$ cat src/hmpg_pkg.sv
// Shared types and constants for the haptic pattern generator.
// No dependencies; imported by every module of the block.
`default_nettype none

package hmpg_pkg;

   // field widths
   localparam int REQ_TYPE_W = 2;
   localparam int PAD_W      = 3;
   localparam int CODE_W     = 8;
   localparam int DUTY_W     = 8;
   localparam int TIME_W     = 32;
   localparam int LEN_W      = 16;
   localparam int HALF_W     = LEN_W - 1;
   localparam int PROD_W     = DUTY_W + HALF_W;
   localparam int PAT_W      = 2;
   localparam int CSR_IDX_W  = 2;
   localparam int CSR_DATA_W = 16;

   // divider geometry
   localparam int DIV_W     = TIME_W;
   localparam int DSR_W     = LEN_W;
   localparam int DIV_CNT_W = $clog2(DIV_W);

   // request codes
   localparam logic [REQ_TYPE_W-1:0] REQ_TICK    = 2'd0;
   localparam logic [REQ_TYPE_W-1:0] REQ_START   = 2'd1;
   localparam logic [REQ_TYPE_W-1:0] REQ_STOP    = 2'd2;
   localparam logic [REQ_TYPE_W-1:0] REQ_SERVICE = 2'd3;

   // stored pattern codes
   localparam logic [PAT_W-1:0] PAT_NONE  = 2'd0;
   localparam logic [PAT_W-1:0] PAT_PULSE = 2'd1;
   localparam logic [PAT_W-1:0] PAT_RAMP  = 2'd2;
   localparam logic [PAT_W-1:0] PAT_BURST = 2'd3;

   // register indexes
   localparam logic [CSR_IDX_W-1:0] CSR_PULSE_LEN  = 2'd0;
   localparam logic [CSR_IDX_W-1:0] CSR_PEAK_DUTY  = 2'd1;
   localparam logic [CSR_IDX_W-1:0] CSR_BURST_CHNK = 2'd2;

   // register reset values
   localparam logic [LEN_W-1:0]  PULSE_LEN_RST   = 16'd600;
   localparam logic [DUTY_W-1:0] PEAK_DUTY_RST   = 8'd255;
   localparam logic [LEN_W-1:0]  BURST_CHUNK_RST = 16'd150;

   typedef struct packed {
      logic [REQ_TYPE_W-1:0] req_type;
      logic [PAD_W-1:0]      pad_index;
      logic [CODE_W-1:0]     pattern_code;
   } req_word_type;

   typedef struct packed {
      logic [PAD_W-1:0]  out_pad;
      logic [DUTY_W-1:0] duty;
      logic              last_of_run;
   } rsp_word_type;

   // request to the shared divider
   typedef struct packed {
      logic             go;
      logic [DIV_W-1:0] dividend;
      logic [DSR_W-1:0] divisor;
   } div_req_type;

   // divider status back to the sequencer
   typedef struct packed {
      logic             done;
      logic [DIV_W-1:0] quotient;
   } div_rsp_type;

endpackage

`default_nettype wire

$ cat src/hmpg_div.sv
// Shared radix-2 restoring divider, one quotient bit per cycle.
// Depends on hmpg_pkg for widths and request/response structs.
`default_nettype none

module hmpg_div
   import hmpg_pkg::*;
(
   input  wire logic        clock,
   input  wire logic        reset,
   input  wire div_req_type div_req,
   output div_rsp_type      div_rsp
);

   logic                 run_ff, run_in;
   logic                 done_ff, done_in;
   logic [DIV_CNT_W-1:0] cnt_ff, cnt_in;
   logic [DIV_W-1:0]     quo_ff, quo_in;
   logic [DSR_W-1:0]     rem_ff, rem_in;
   logic [DSR_W-1:0]     dsr_ff, dsr_in;
   logic [DSR_W:0]       trial;
   logic                 fits;

   // one shift-and-subtract step
   assign trial = {rem_ff, quo_ff[DIV_W-1]};
   assign fits  = (trial >= {1'b0, dsr_ff});

   always_comb begin
      run_in  = run_ff;
      done_in = 1'b0;
      cnt_in  = cnt_ff;
      quo_in  = quo_ff;
      rem_in  = rem_ff;
      dsr_in  = dsr_ff;
      if (div_req.go) begin
         run_in = 1'b1;
         cnt_in = '0;
         quo_in = div_req.dividend;
         rem_in = '0;
         dsr_in = div_req.divisor;
      end else if (run_ff) begin
         rem_in = fits ? DSR_W'(trial - {1'b0, dsr_ff}) : DSR_W'(trial);
         quo_in = {quo_ff[DIV_W-2:0], fits};
         cnt_in = cnt_ff + DIV_CNT_W'(1);
         if (cnt_ff == DIV_CNT_W'(DIV_W - 1)) begin
            run_in  = 1'b0;
            done_in = 1'b1;
         end
      end
   end

   always_ff @(posedge clock) begin
      if (reset) begin
         run_ff  <= 1'b0;
         done_ff <= 1'b0;
      end else begin
         run_ff  <= run_in;
         done_ff <= done_in;
      end
      cnt_ff <= cnt_in;
      quo_ff <= quo_in;
      rem_ff <= rem_in;
      dsr_ff <= dsr_in;
   end

   assign div_rsp.done     = done_ff;
   assign div_rsp.quotient = quo_ff;

endmodule

`default_nettype wire

$ cat src/multi_channel_haptic_pattern_generator_unit.sv
// Top level of the haptic pattern generator: pad state, sequencer, registers.
// Depends on hmpg_pkg and instantiates the shared divider hmpg_div.
`default_nettype none

// Tick, start and stop words are taken from idle; busy stays low and the
// next word may follow at once. Start and stop for a pad in range answer with
// one result word in the cycle after acceptance. A service word walks the
// pads one at a time: an inactive pad is only seen in the load state, an
// expired, pulse or flat ramp pad is answered from the eval state, and a ramp
// or burst pad that needs a quotient waits in the wait state for the shared
// one-bit-per-cycle divider. Busy is high for the whole walk. Result words
// show on rsp_word for exactly one cycle with rsp_valid high; the receiver
// cannot stall them, so it must take every word as it comes.
module multi_channel_haptic_pattern_generator_unit
   import hmpg_pkg::*;
#(
   parameter int NUM_PADS = 3
)
(
   input  wire logic                  clock,
   input  wire logic                  reset,
   input  wire logic                  start,
   output logic                       busy,
   input  wire req_word_type          req_word,
   output logic                       rsp_valid,
   output rsp_word_type               rsp_word,
   input  wire logic                  csr_we,
   input  wire logic [CSR_IDX_W-1:0]  csr_index,
   input  wire logic [CSR_DATA_W-1:0] csr_wdata
);

   localparam int PAD_IDX_W = (NUM_PADS > 1) ? $clog2(NUM_PADS) : 1;

   // sequencer states
   localparam logic [1:0] S_IDLE = 2'd0;
   localparam logic [1:0] S_LOAD = 2'd1;
   localparam logic [1:0] S_EVAL = 2'd2;
   localparam logic [1:0] S_WAIT = 2'd3;

   // what the pending quotient is for
   localparam logic [1:0] M_UP    = 2'd0;
   localparam logic [1:0] M_DOWN  = 2'd1;
   localparam logic [1:0] M_BURST = 2'd2;

   logic [1:0]           state_ff, state_in;
   logic [1:0]           mode_ff, mode_in;
   logic [PAD_IDX_W-1:0] scan_ff, scan_in;
   logic [TIME_W-1:0]    now_ff, now_in;
   logic [TIME_W-1:0]    elapsed_ff, elapsed_in;
   logic                 expired_ff, expired_in;
   logic                 rsp_valid_ff, rsp_valid_in;
   rsp_word_type         rsp_word_ff, rsp_word_in;

   logic [LEN_W-1:0]     pulse_len_ff;
   logic [DUTY_W-1:0]    peak_ff;
   logic [LEN_W-1:0]     chunk_ff;

   logic [NUM_PADS-1:0]  active_ff;
   logic [PAT_W-1:0]     pattern_ff [NUM_PADS];
   logic [TIME_W-1:0]    start_ms_ff [NUM_PADS];
   logic [TIME_W-1:0]    end_ms_ff [NUM_PADS];

   // pad table write controls
   logic                 arm_en;
   logic [PAD_IDX_W-1:0] arm_idx;
   logic [PAT_W-1:0]     arm_pat;
   logic                 clr_en;
   logic [PAD_IDX_W-1:0] clr_idx;

   logic                 accept;
   logic                 pad_ok;
   logic [PAD_IDX_W-1:0] req_idx;
   logic [PAT_W-1:0]     req_pat;
   logic                 more_above;
   logic                 scan_last;
   logic [HALF_W-1:0]    half;
   logic [TIME_W-1:0]    down;
   logic [HALF_W-1:0]    ramp_x;
   logic [PROD_W-1:0]    ramp_prod;
   logic [LEN_W-1:0]     chunk_eff;
   logic [DUTY_W-1:0]    quo_duty;
   logic [TIME_W-1:0]    end_gap;

   div_req_type          div_req;
   div_rsp_type          div_rsp;

   hmpg_div u_div (
      .clock   (clock),
      .reset   (reset),
      .div_req (div_req),
      .div_rsp (div_rsp)
   );

   assign accept  = start && (state_ff == S_IDLE);
   assign pad_ok  = (int'(req_word.pad_index) < NUM_PADS);
   assign req_idx = req_word.pad_index[PAD_IDX_W-1:0];

   // pattern codes other than ramp and burst fall back to pulse
   assign req_pat = ((req_word.pattern_code == CODE_W'(PAT_RAMP)) ||
                     (req_word.pattern_code == CODE_W'(PAT_BURST)))
                    ? req_word.pattern_code[PAT_W-1:0] : PAT_PULSE;

   assign scan_last = (scan_ff == PAD_IDX_W'(NUM_PADS - 1));
   assign half      = pulse_len_ff[LEN_W-1:1];
   assign down      = elapsed_ff - {{(TIME_W-HALF_W){1'b0}}, half};
   assign chunk_eff = (chunk_ff == '0) ? LEN_W'(1) : chunk_ff;
   assign end_gap   = now_ff - end_ms_ff[scan_ff];

   // single ramp multiplier: the ramp position operand is below half on every use
   assign ramp_x    = (elapsed_ff < {{(TIME_W-HALF_W){1'b0}}, half})
                      ? elapsed_ff[HALF_W-1:0] : down[HALF_W-1:0];
   assign ramp_prod = PROD_W'(peak_ff) * PROD_W'(ramp_x);

   // quotient to duty
   always_comb begin
      unique case (mode_ff)
         M_UP:    quo_duty = div_rsp.quotient[DUTY_W-1:0];
         M_DOWN:  quo_duty = peak_ff - div_rsp.quotient[DUTY_W-1:0];
         default: quo_duty = div_rsp.quotient[0] ? '0 : peak_ff;
      endcase
   end

   // any active pad after the current one decides last_of_run
   always_comb begin
      more_above = 1'b0;
      for (int i = 0; i < NUM_PADS; i++) begin
         if ((i > int'(scan_ff)) && active_ff[i]) begin
            more_above = 1'b1;
         end
      end
   end

   // sequencer
   always_comb begin
      state_in     = state_ff;
      mode_in      = mode_ff;
      scan_in      = scan_ff;
      now_in       = now_ff;
      elapsed_in   = elapsed_ff;
      expired_in   = expired_ff;
      rsp_valid_in = 1'b0;
      rsp_word_in  = rsp_word_ff;
      arm_en       = 1'b0;
      arm_idx      = req_idx;
      arm_pat      = req_pat;
      clr_en       = 1'b0;
      clr_idx      = req_idx;
      div_req      = '0;
      unique case (state_ff)
         S_IDLE: begin
            if (accept) begin
               unique case (req_word.req_type)
                  REQ_TICK: begin
                     now_in = now_ff + TIME_W'(1);
                  end
                  REQ_START: begin
                     if (pad_ok) begin
                        arm_en       = 1'b1;
                        rsp_valid_in = 1'b1;
                        rsp_word_in  = '{out_pad: req_word.pad_index,
                                         duty: peak_ff, last_of_run: 1'b1};
                     end
                  end
                  REQ_STOP: begin
                     if (pad_ok) begin
                        clr_en       = 1'b1;
                        rsp_valid_in = 1'b1;
                        rsp_word_in  = '{out_pad: req_word.pad_index,
                                         duty: '0, last_of_run: 1'b1};
                     end
                  end
                  default: begin
                     scan_in  = '0;
                     state_in = S_LOAD;
                  end
               endcase
            end
         end
         S_LOAD: begin
            if (active_ff[scan_ff]) begin
               elapsed_in = now_ff - start_ms_ff[scan_ff];
               expired_in = !end_gap[TIME_W-1];
               state_in   = S_EVAL;
            end else if (scan_last) begin
               state_in = S_IDLE;
            end else begin
               scan_in = scan_ff + PAD_IDX_W'(1);
            end
         end
         S_EVAL: begin
            rsp_word_in.out_pad     = PAD_W'(scan_ff);
            rsp_word_in.last_of_run = !more_above;
            rsp_word_in.duty        = peak_ff;
            priority if (expired_ff) begin
               clr_en           = 1'b1;
               clr_idx          = scan_ff;
               rsp_valid_in     = 1'b1;
               rsp_word_in.duty = '0;
            end else if ((pattern_ff[scan_ff] == PAT_RAMP) && (half != '0)) begin
               if (elapsed_ff < {{(TIME_W-HALF_W){1'b0}}, half}) begin
                  div_req  = '{go: 1'b1, dividend: DIV_W'(ramp_prod),
                               divisor: DSR_W'(half)};
                  mode_in  = M_UP;
                  state_in = S_WAIT;
               end else if (down >= {{(TIME_W-HALF_W){1'b0}}, half}) begin
                  rsp_valid_in     = 1'b1;
                  rsp_word_in.duty = '0;
               end else begin
                  div_req  = '{go: 1'b1, dividend: DIV_W'(ramp_prod),
                               divisor: DSR_W'(half)};
                  mode_in  = M_DOWN;
                  state_in = S_WAIT;
               end
            end else if (pattern_ff[scan_ff] == PAT_BURST) begin
               div_req  = '{go: 1'b1, dividend: elapsed_ff, divisor: chunk_eff};
               mode_in  = M_BURST;
               state_in = S_WAIT;
            end else begin
               // pulse, or ramp with zero half length
               rsp_valid_in = 1'b1;
            end
            if (rsp_valid_in) begin
               if (scan_last) begin
                  state_in = S_IDLE;
               end else begin
                  scan_in  = scan_ff + PAD_IDX_W'(1);
                  state_in = S_LOAD;
               end
            end
         end
         default: begin
            if (div_rsp.done) begin
               rsp_valid_in     = 1'b1;
               rsp_word_in.duty = quo_duty;
               if (scan_last) begin
                  state_in = S_IDLE;
               end else begin
                  scan_in  = scan_ff + PAD_IDX_W'(1);
                  state_in = S_LOAD;
               end
            end
         end
      endcase
   end

   // control and time registers
   always_ff @(posedge clock) begin
      if (reset) begin
         state_ff     <= S_IDLE;
         scan_ff      <= '0;
         now_ff       <= '0;
         rsp_valid_ff <= 1'b0;
         pulse_len_ff <= PULSE_LEN_RST;
         peak_ff      <= PEAK_DUTY_RST;
         chunk_ff     <= BURST_CHUNK_RST;
      end else begin
         state_ff     <= state_in;
         scan_ff      <= scan_in;
         now_ff       <= now_in;
         rsp_valid_ff <= rsp_valid_in;
         if (csr_we) begin
            unique case (csr_index)
               CSR_PULSE_LEN:  pulse_len_ff <= csr_wdata[LEN_W-1:0];
               CSR_PEAK_DUTY:  peak_ff      <= csr_wdata[DUTY_W-1:0];
               CSR_BURST_CHNK: chunk_ff     <= csr_wdata[LEN_W-1:0];
               default: ;
            endcase
         end
      end
      mode_ff     <= mode_in;
      elapsed_ff  <= elapsed_in;
      expired_ff  <= expired_in;
      rsp_word_ff <= rsp_word_in;
   end

   // pad table
   always_ff @(posedge clock) begin
      if (reset) begin
         active_ff <= '0;
      end else begin
         if (arm_en) begin
            active_ff[arm_idx] <= 1'b1;
         end
         if (clr_en) begin
            active_ff[clr_idx] <= 1'b0;
         end
      end
      if (arm_en) begin
         pattern_ff[arm_idx]  <= arm_pat;
         start_ms_ff[arm_idx] <= now_ff;
         end_ms_ff[arm_idx]   <= now_ff + {{(TIME_W-LEN_W){1'b0}}, pulse_len_ff};
      end
      if (clr_en) begin
         pattern_ff[clr_idx] <= PAT_NONE;
      end
   end

   assign busy      = (state_ff != S_IDLE);
   assign rsp_valid = rsp_valid_ff;
   assign rsp_word  = rsp_word_ff;

endmodule

`default_nettype wire

$ cat config.mk
export PLATFORM = sky130hd
export DESIGN_NAME = multi_channel_haptic_pattern_generator_unit
export DESIGN_NICKNAME = d
export VERILOG_FILES = /design/src/hmpg_pkg.sv /design/src/hmpg_div.sv /design/src/multi_channel_haptic_pattern_generator_unit.sv
export SDC_FILE = /design/constraint.sdc
export NUM_CORES = 1
export LEC_CHECK = 0
export ABC_CLOCK_PERIOD_IN_PS = 8770
export BUFFER_PORTS_ARGS = -buffer_cell sky130_fd_sc_hd__buf_4
export CORE_ASPECT_RATIO = 0.75
export CORE_UTILIZATION = 30
export DETAILED_ROUTE_END_ITERATION = 10
export GPL_TIMING_DRIVEN = 0
export PLACE_DENSITY_LB_ADDON = 0.15
export SETUP_SLACK_MARGIN = 0.2
export SYNTH_ARGS = -nofsm -noshare
export SYNTH_HDL_FRONTEND = slang
export SYNTH_HIERARCHICAL = 1
export SYNTH_SLANG_ARGS = --single-unit
$ cat constraint.sdc
create_clock -name clock -period 8.77 [get_ports clock]
set_input_delay 1.3155 -clock clock [delete_from_list [all_inputs] [get_ports clock]]
set_output_delay 1.3155 -clock clock [all_outputs]
set_load 0.02 [all_outputs]
======== Word level (Yosys, flattened, before mapping) ========
Memories as Yosys holds them, arrays and structs flattened. A register that Yosys moved wholly into a read port is not among the register bits.
Index checks and enable logic that the tools add are counted.
operators by class
  add/subtract/negate cells ............... 9
  $mul .................................... 1
  magnitude comparators ................... 11
  equality and inequality tests ........... 25
  mux-type cells .......................... 98
  bitwise logic cells ..................... 7
  reduce and logical (&&, ||, !) cells .... 36
operators by type and width
  operator                                                               count
  49-bit two-way mux                                                     6
  2-bit two-way mux                                                      32
  32-bit two-way mux                                                     2
  32-bit subtractor                                                      2
  8-bit two-way mux                                                      6
  12-bit two-way mux                                                     3
  32-bit by 1-bit adder with 32-bit output, second input constant        1
  32-bit by 16-bit adder with 32-bit output                              1
  32-bit by 15-bit >= comparator with 1-bit output                       1
  32-bit by 15-bit less-than comparator with 1-bit output                1
  16-bit two-way mux                                                     2
  32-bit by 15-bit subtractor with 32-bit output                         1
  1-bit two-way mux                                                      31
  12-bit one-hot mux with 2 select lines                                 1
  8-bit one-hot mux with 3 select lines                                  1
  8-bit by 15-bit multiplier with 23-bit output                          1
  17-bit by 16-bit >= comparator with 1-bit output                       1
  8-bit by 2-bit equality test with 1-bit output, second input constant  2
  16-bit zero test                                                       1
  8-bit one-hot mux with 2 select lines                                  1
  16-bit subtractor                                                      1
  15-bit two-way mux                                                     1
  15-bit nonzero test                                                    1
  2-bit equality test, second input constant                             6
  other kinds (43)                                                       81
word-level totals
  bits in registers ....................... 198
  memory bits (writable) .................. 198
  input bits .............................. 35
  output and inout bits ................... 14
  word-level logic and storage cells ...... 210
  memories kept ........................... 3
memories
  memory       words  bits a word  read ports  clocked after Yosys merged registers in  write ports  line                                               text
  end_ms_ff    3      32           1           1                                        1            multi_channel_haptic_pattern_generator_unit.sv:61  logic [TIME_W-1:0] end_ms_ff [NUM_PADS];
  start_ms_ff  3      32           1           1                                        1            multi_channel_haptic_pattern_generator_unit.sv:60  logic [TIME_W-1:0] start_ms_ff [NUM_PADS];
  pattern_ff   3      2            1           1                                        1            multi_channel_haptic_pattern_generator_unit.sv:59  logic [PAT_W-1:0] pattern_ff [NUM_PADS];

======== Logic depth before layout (Yosys ltp) ========
  word-level depth ........................ 11
  depth in mapped cells ................... 33
  depth with buffers taken out ............ 32

======== Cells and area by module ========
The synthesis kept the hierarchy.
by module, submodules not included
  module                                       times used  cells each  area each (µm²)  sequential area each (µm²)
  multi_channel_haptic_pattern_generator_unit  1           2171        21921.0          8998.6
  hmpg_div                                     1           355         3839.9           1901.8

======== Worst setup path before layout ========
No wires, ideal clock.
  kind .................................... reg2reg
  from .................................... register elapsed_ff[0]
  to ...................................... register u_div.quo_ff[21], data pin
  library setup time ...................... 0.260 ns
  arrival time ............................ 8.063 ns
  data required time ...................... 8.510 ns
  setup slack ............................. 0.448 ns
  cell stages (with the launch flop) ...... 31
  path buffers ............................ 1
  clock period less this slack ............ 8.322 ns
  cell sequence ........................... edfxtp_1 -> inv_1 -> ha_1 -> inv_1 -> fa_1 -> a211oi_1 -> o21ai_0 -> a21oi_1 -> o211ai_1 -> a211oi_2 -> buf_2 -> mux2i_1 -> nand2b_1 -> fa_1 -> fa_1 -> inv_1 -> fa_1 -> inv_1 -> fa_1 -> inv_1 -> ha_1 -> or4_1 -> o22ai_1 -> o21ai_0 -> nor4_1 -> nor3_1 -> a2111oi_1 -> a21oi_1 -> xor2_1 -> a32o_1 -> mux2_2
RTL lines
  element                   line                                                text
  start: declaration        multi_channel_haptic_pattern_generator_unit.sv:49   logic [TIME_W-1:0] elapsed_ff, elapsed_in;
  start signal: assignment  multi_channel_haptic_pattern_generator_unit.sv:271  elapsed_ff <= elapsed_in;
  end signal: assignment    hmpg_div.sv:60                                      quo_ff <= quo_in;
  end: declaration          hmpg_div.sv:17                                      logic [DIV_W-1:0] quo_ff, quo_in;

==> flow_summary.yaml <==
worst_setup_path:
  critical_path.top_delay_family: "adder cells"
  arrival_ps: 8620
  cpMaxStageDelayCell: "fa_1"
  critPathKind: "register to register"
  critPathMaxStageDelay_ps: 570
  crit_path_end_kind: "register"
  required_ps: 9100
  timing.rr.start: "elapsed_ff[0]"
  cp_max_fo: 5
  r2r-end: "u_div/quo_ff[21]"
  r2r_slack_ps: 480
  r2r_cells: 31
  path_common_cell: "inv_1"
  cp_num_buf_inv: 7
  startpoint_type: "register"
clocking:
  h-tree-depth: 2
  clk_latency_ps: 600
  postCtsHoldBufs: 0
  cts.clk_slew.worst_paths_ps: 60
  cts_tree: "done"
  cts-root-buf: "clkbuf_16"
  cts_max_path_buffers: 3
  cts_buffers: 44
  clkSinkCount: 398
finish:
  final_net_count: 2971
  fill_cells: 8560
  layout-drive-gt1-share: 0.105
  layout_common_cells: "edfxtp_1 (293), nor2_1 (249), inv_1 (190), nand2_1 (190), ha_1 (183)"
  postLayoutCoreUtil: 0.352
  final_cells: 3830
  fin_area_um2: 29700
  multi_input_area_um2: 14000
  final_common_cell: "edfxtp_1"
  synthToLayoutAreaGrowth_pct: 15.3
  layout.area.seq_um2: 10900
placement:
  port_buffers: 48
  place_hpwl_um: 60200
  place_congestion: 0.884
  placed_cell_area_um2: 27800
  dp.cells: 3724
grt:
  grt_usage: 0.178
  grt_pass1_wl_um: 120000
  grt_max_degree: 35
  grt_pass1_vias: 19100
  grt_overflow: 0
  antenna_found_initial: 3
routing:
  wl_per_cell_um: 20.2
  routed_wl_um: 77300
  routed_via_density: 5.09
  drtIter0Drc: 1362
  drt-pass1-iter-count: 5
  num_vias: 19500
  ant_nets: 0
  drc_errors: 0
synthesis:
  synth_cells: 2526
  synth_cell_types: 97
  synth_nets: 2831
  syn_area_um2: 25800
  synthFlopType: "edfxtp_1"
  async_flop_share: 0
  yosys_warnings: 6
  seq_area_frac_synth: 0.423
  syn_area_per_cell_um2: 10.2
  synth_edf_count: 293
  postSynthRegisterBits: 398
worst_hold_path:
  hold_path.class: "register to register"
  holdPathStages: 2
  holdPathEnd: "chunk_ff[13]"
  hp-start: "chunk_ff[13]"
power:
  finalPower_mw: 6.49
  p_per_area_nw_per_um2: 218
  ir_worst_vdd_v: 0.000293
  leakage_nw: 11.8
outcome:
  status: "completed"
die:
  die_area_um2: 87100
  start_util: 0.305
  die_w_um: 340
  die_h_um: 256
  core-area_um2: 84500
  io_pins: 49
  rows: 92
sta:
  maxSlewViolCount: 0
  period_needed_ps: 8290
  rsz0062_at_grt: "no"
  max_clock_freq_ghz: 0.121
  setup_violations: 0
  skew_ps: 24.5
  hold_violations: 0
  relSlewSlack: 0.287
  fin_crit_sh: 0.945
  finalSetupTns_ps: 0
  tightest_slew_ps: 1070
run:
  timing.max_cap.violations: 0
==> synth_stat cells (all sizes together) (7+ instances only) <==
library cell / number / share of area
edfxtp: 293 / 0.34
nor2: 250 / 0.036
inv: 191 / 0.028
nand2: 190 / 0.028
ha: 187 / 0.091
a21oi: 185 / 0.036
dfxtp: 105 / 0.082
mux2i: 86 / 0.033
o21ai: 86 / 0.017
fa: 83 / 0.065
nor2b: 77 / 0.019
xnor2: 74 / 0.025
clkbuf: 64 / 0.0097
xor2: 51 / 0.017
and2: 50 / 0.012
nand3: 45 / 0.0087
a21o: 41 / 0.012
mux2: 38 / 0.017
nand2b: 35 / 0.0085
nor3: 34 / 0.0066
a22oi: 29 / 0.0085
buf: 29 / 0.0060
and3: 28 / 0.0070
nand4: 26 / 0.0066
o21a: 21 / 0.0061
nor4: 18 / 0.0057
a211oi: 16 / 0.0055
nand3b: 16 / 0.0047
a31oi: 15 / 0.0042
o211ai: 12 / 0.0035
a311oi: 11 / 0.0037
or3: 11 / 0.0027
o21bai: 9 / 0.0026
a211o: 8 / 0.0027
o31ai: 8 / 0.0023
o22ai: 7 / 0.0017
o2bb2ai: 7 / 0.0024
==> area by class of cell <==
| cell class | instances | share of cell area |
|---|---|---|
| antenna | 2 | 0.000168 |
| buffer | 94 | 0.0145 |
| clock buffer | 63 | 0.0426 |
| clock inverter | 17 | 0.00362 |
| inverter | 191 | 0.0241 |
| multi-input combinational | 1843 | 0.472 |
| sequential | 398 | 0.367 |
| tap | 1128 | 0.0475 |
| timing repair buffer | 94 | 0.0283 |
==> worst min-delay path: stages, from the launching register on <==
cell and delay (ps):
dfxtp_1 320, nand2_1 60, a21oi_1 50
==> stage by stage <==
stage | hold slack [ps] | setup WS, ps
2_1_floorplan | 440 | 448
5_1_grt | 503 | 160
4_1_cts | 476 | 223
3_3_place_gp | 473 | -2250
3_5_place_dp | 467 | -1860
6_report | 477 | 484
==> power by group <==
part	switching, mW	total (mW)	internal, mW
Combinational	1.45	2.64	1.19
Clock	0.800	1.81	1.01
Sequential	0.0233	2.04	2.02
Total	2.27	6.49	4.21
==> flip-flops by register name, summed over array words and instances, names as in the netlist, named ones only <==
signal         count
u_div/rem_ff      16
elapsed_ff        32
start_ms_ff       96
state_ff           2
pattern_ff         6
now_ff            32
u_div/quo_ff      32
peak_ff            8
expired_ff         1
u_div/dsr_ff      16
u_div/cnt_ff       5
u_div/done_ff      1
pulse_len_ff      16
end_ms_ff         96
scan_ff            2
chunk_ff          16
active_ff          3
rsp_word          12
mode_ff            2
u_div/run_ff       1
rsp_valid          1
==> metal layers <==
layer  track usage  part of all wire  up-vias
met2         0.249              0.40      432
met3        0.0348             0.060       85
met4        0.0344             0.016        0
met5             0                 0        -
met1         0.280              0.52     9670
li1              -                 -     9293
==> cells by family after synthesis <==
group,share of synthesized area
DFF,0.423
adders and majority gates,0.155
muxes,0.0502
and+or+nand+nor,0.155
AOI/OAI and AO/OA,0.130
buffers and inverters,0.0440
xor gates and xnor gates,0.0425
==> worst max path at each step <==
stage | endpoint | slack, ps | from | cells past startpoint
floorplan | u_div/quo_ff[21] | 450 | elapsed_ff[0] | 30
global placement | end_ms_ff[1][26] | -2250 | start | 5
detailed placement | u_div/quo_ff[21] | -1860 | pulse_len_ff[1] | 29
CTS | u_div/quo_ff[21] | 220 | elapsed_ff[0] | 30
global route | u_div/quo_ff[21] | 160 | elapsed_ff[0] | 32
finish | u_div/quo_ff[21] | 480 | elapsed_ff[0] | 31
==> repair_timing <==
item	CTS	global route
cloned	0	1
pin swaps	4	13
hold endpoints to repair	0	0
buffers inserted	12	11
setup endpoints to repair	17	5
gates resized for setup	30	36
Note: power is estimated with default switching activity, not from simulation.
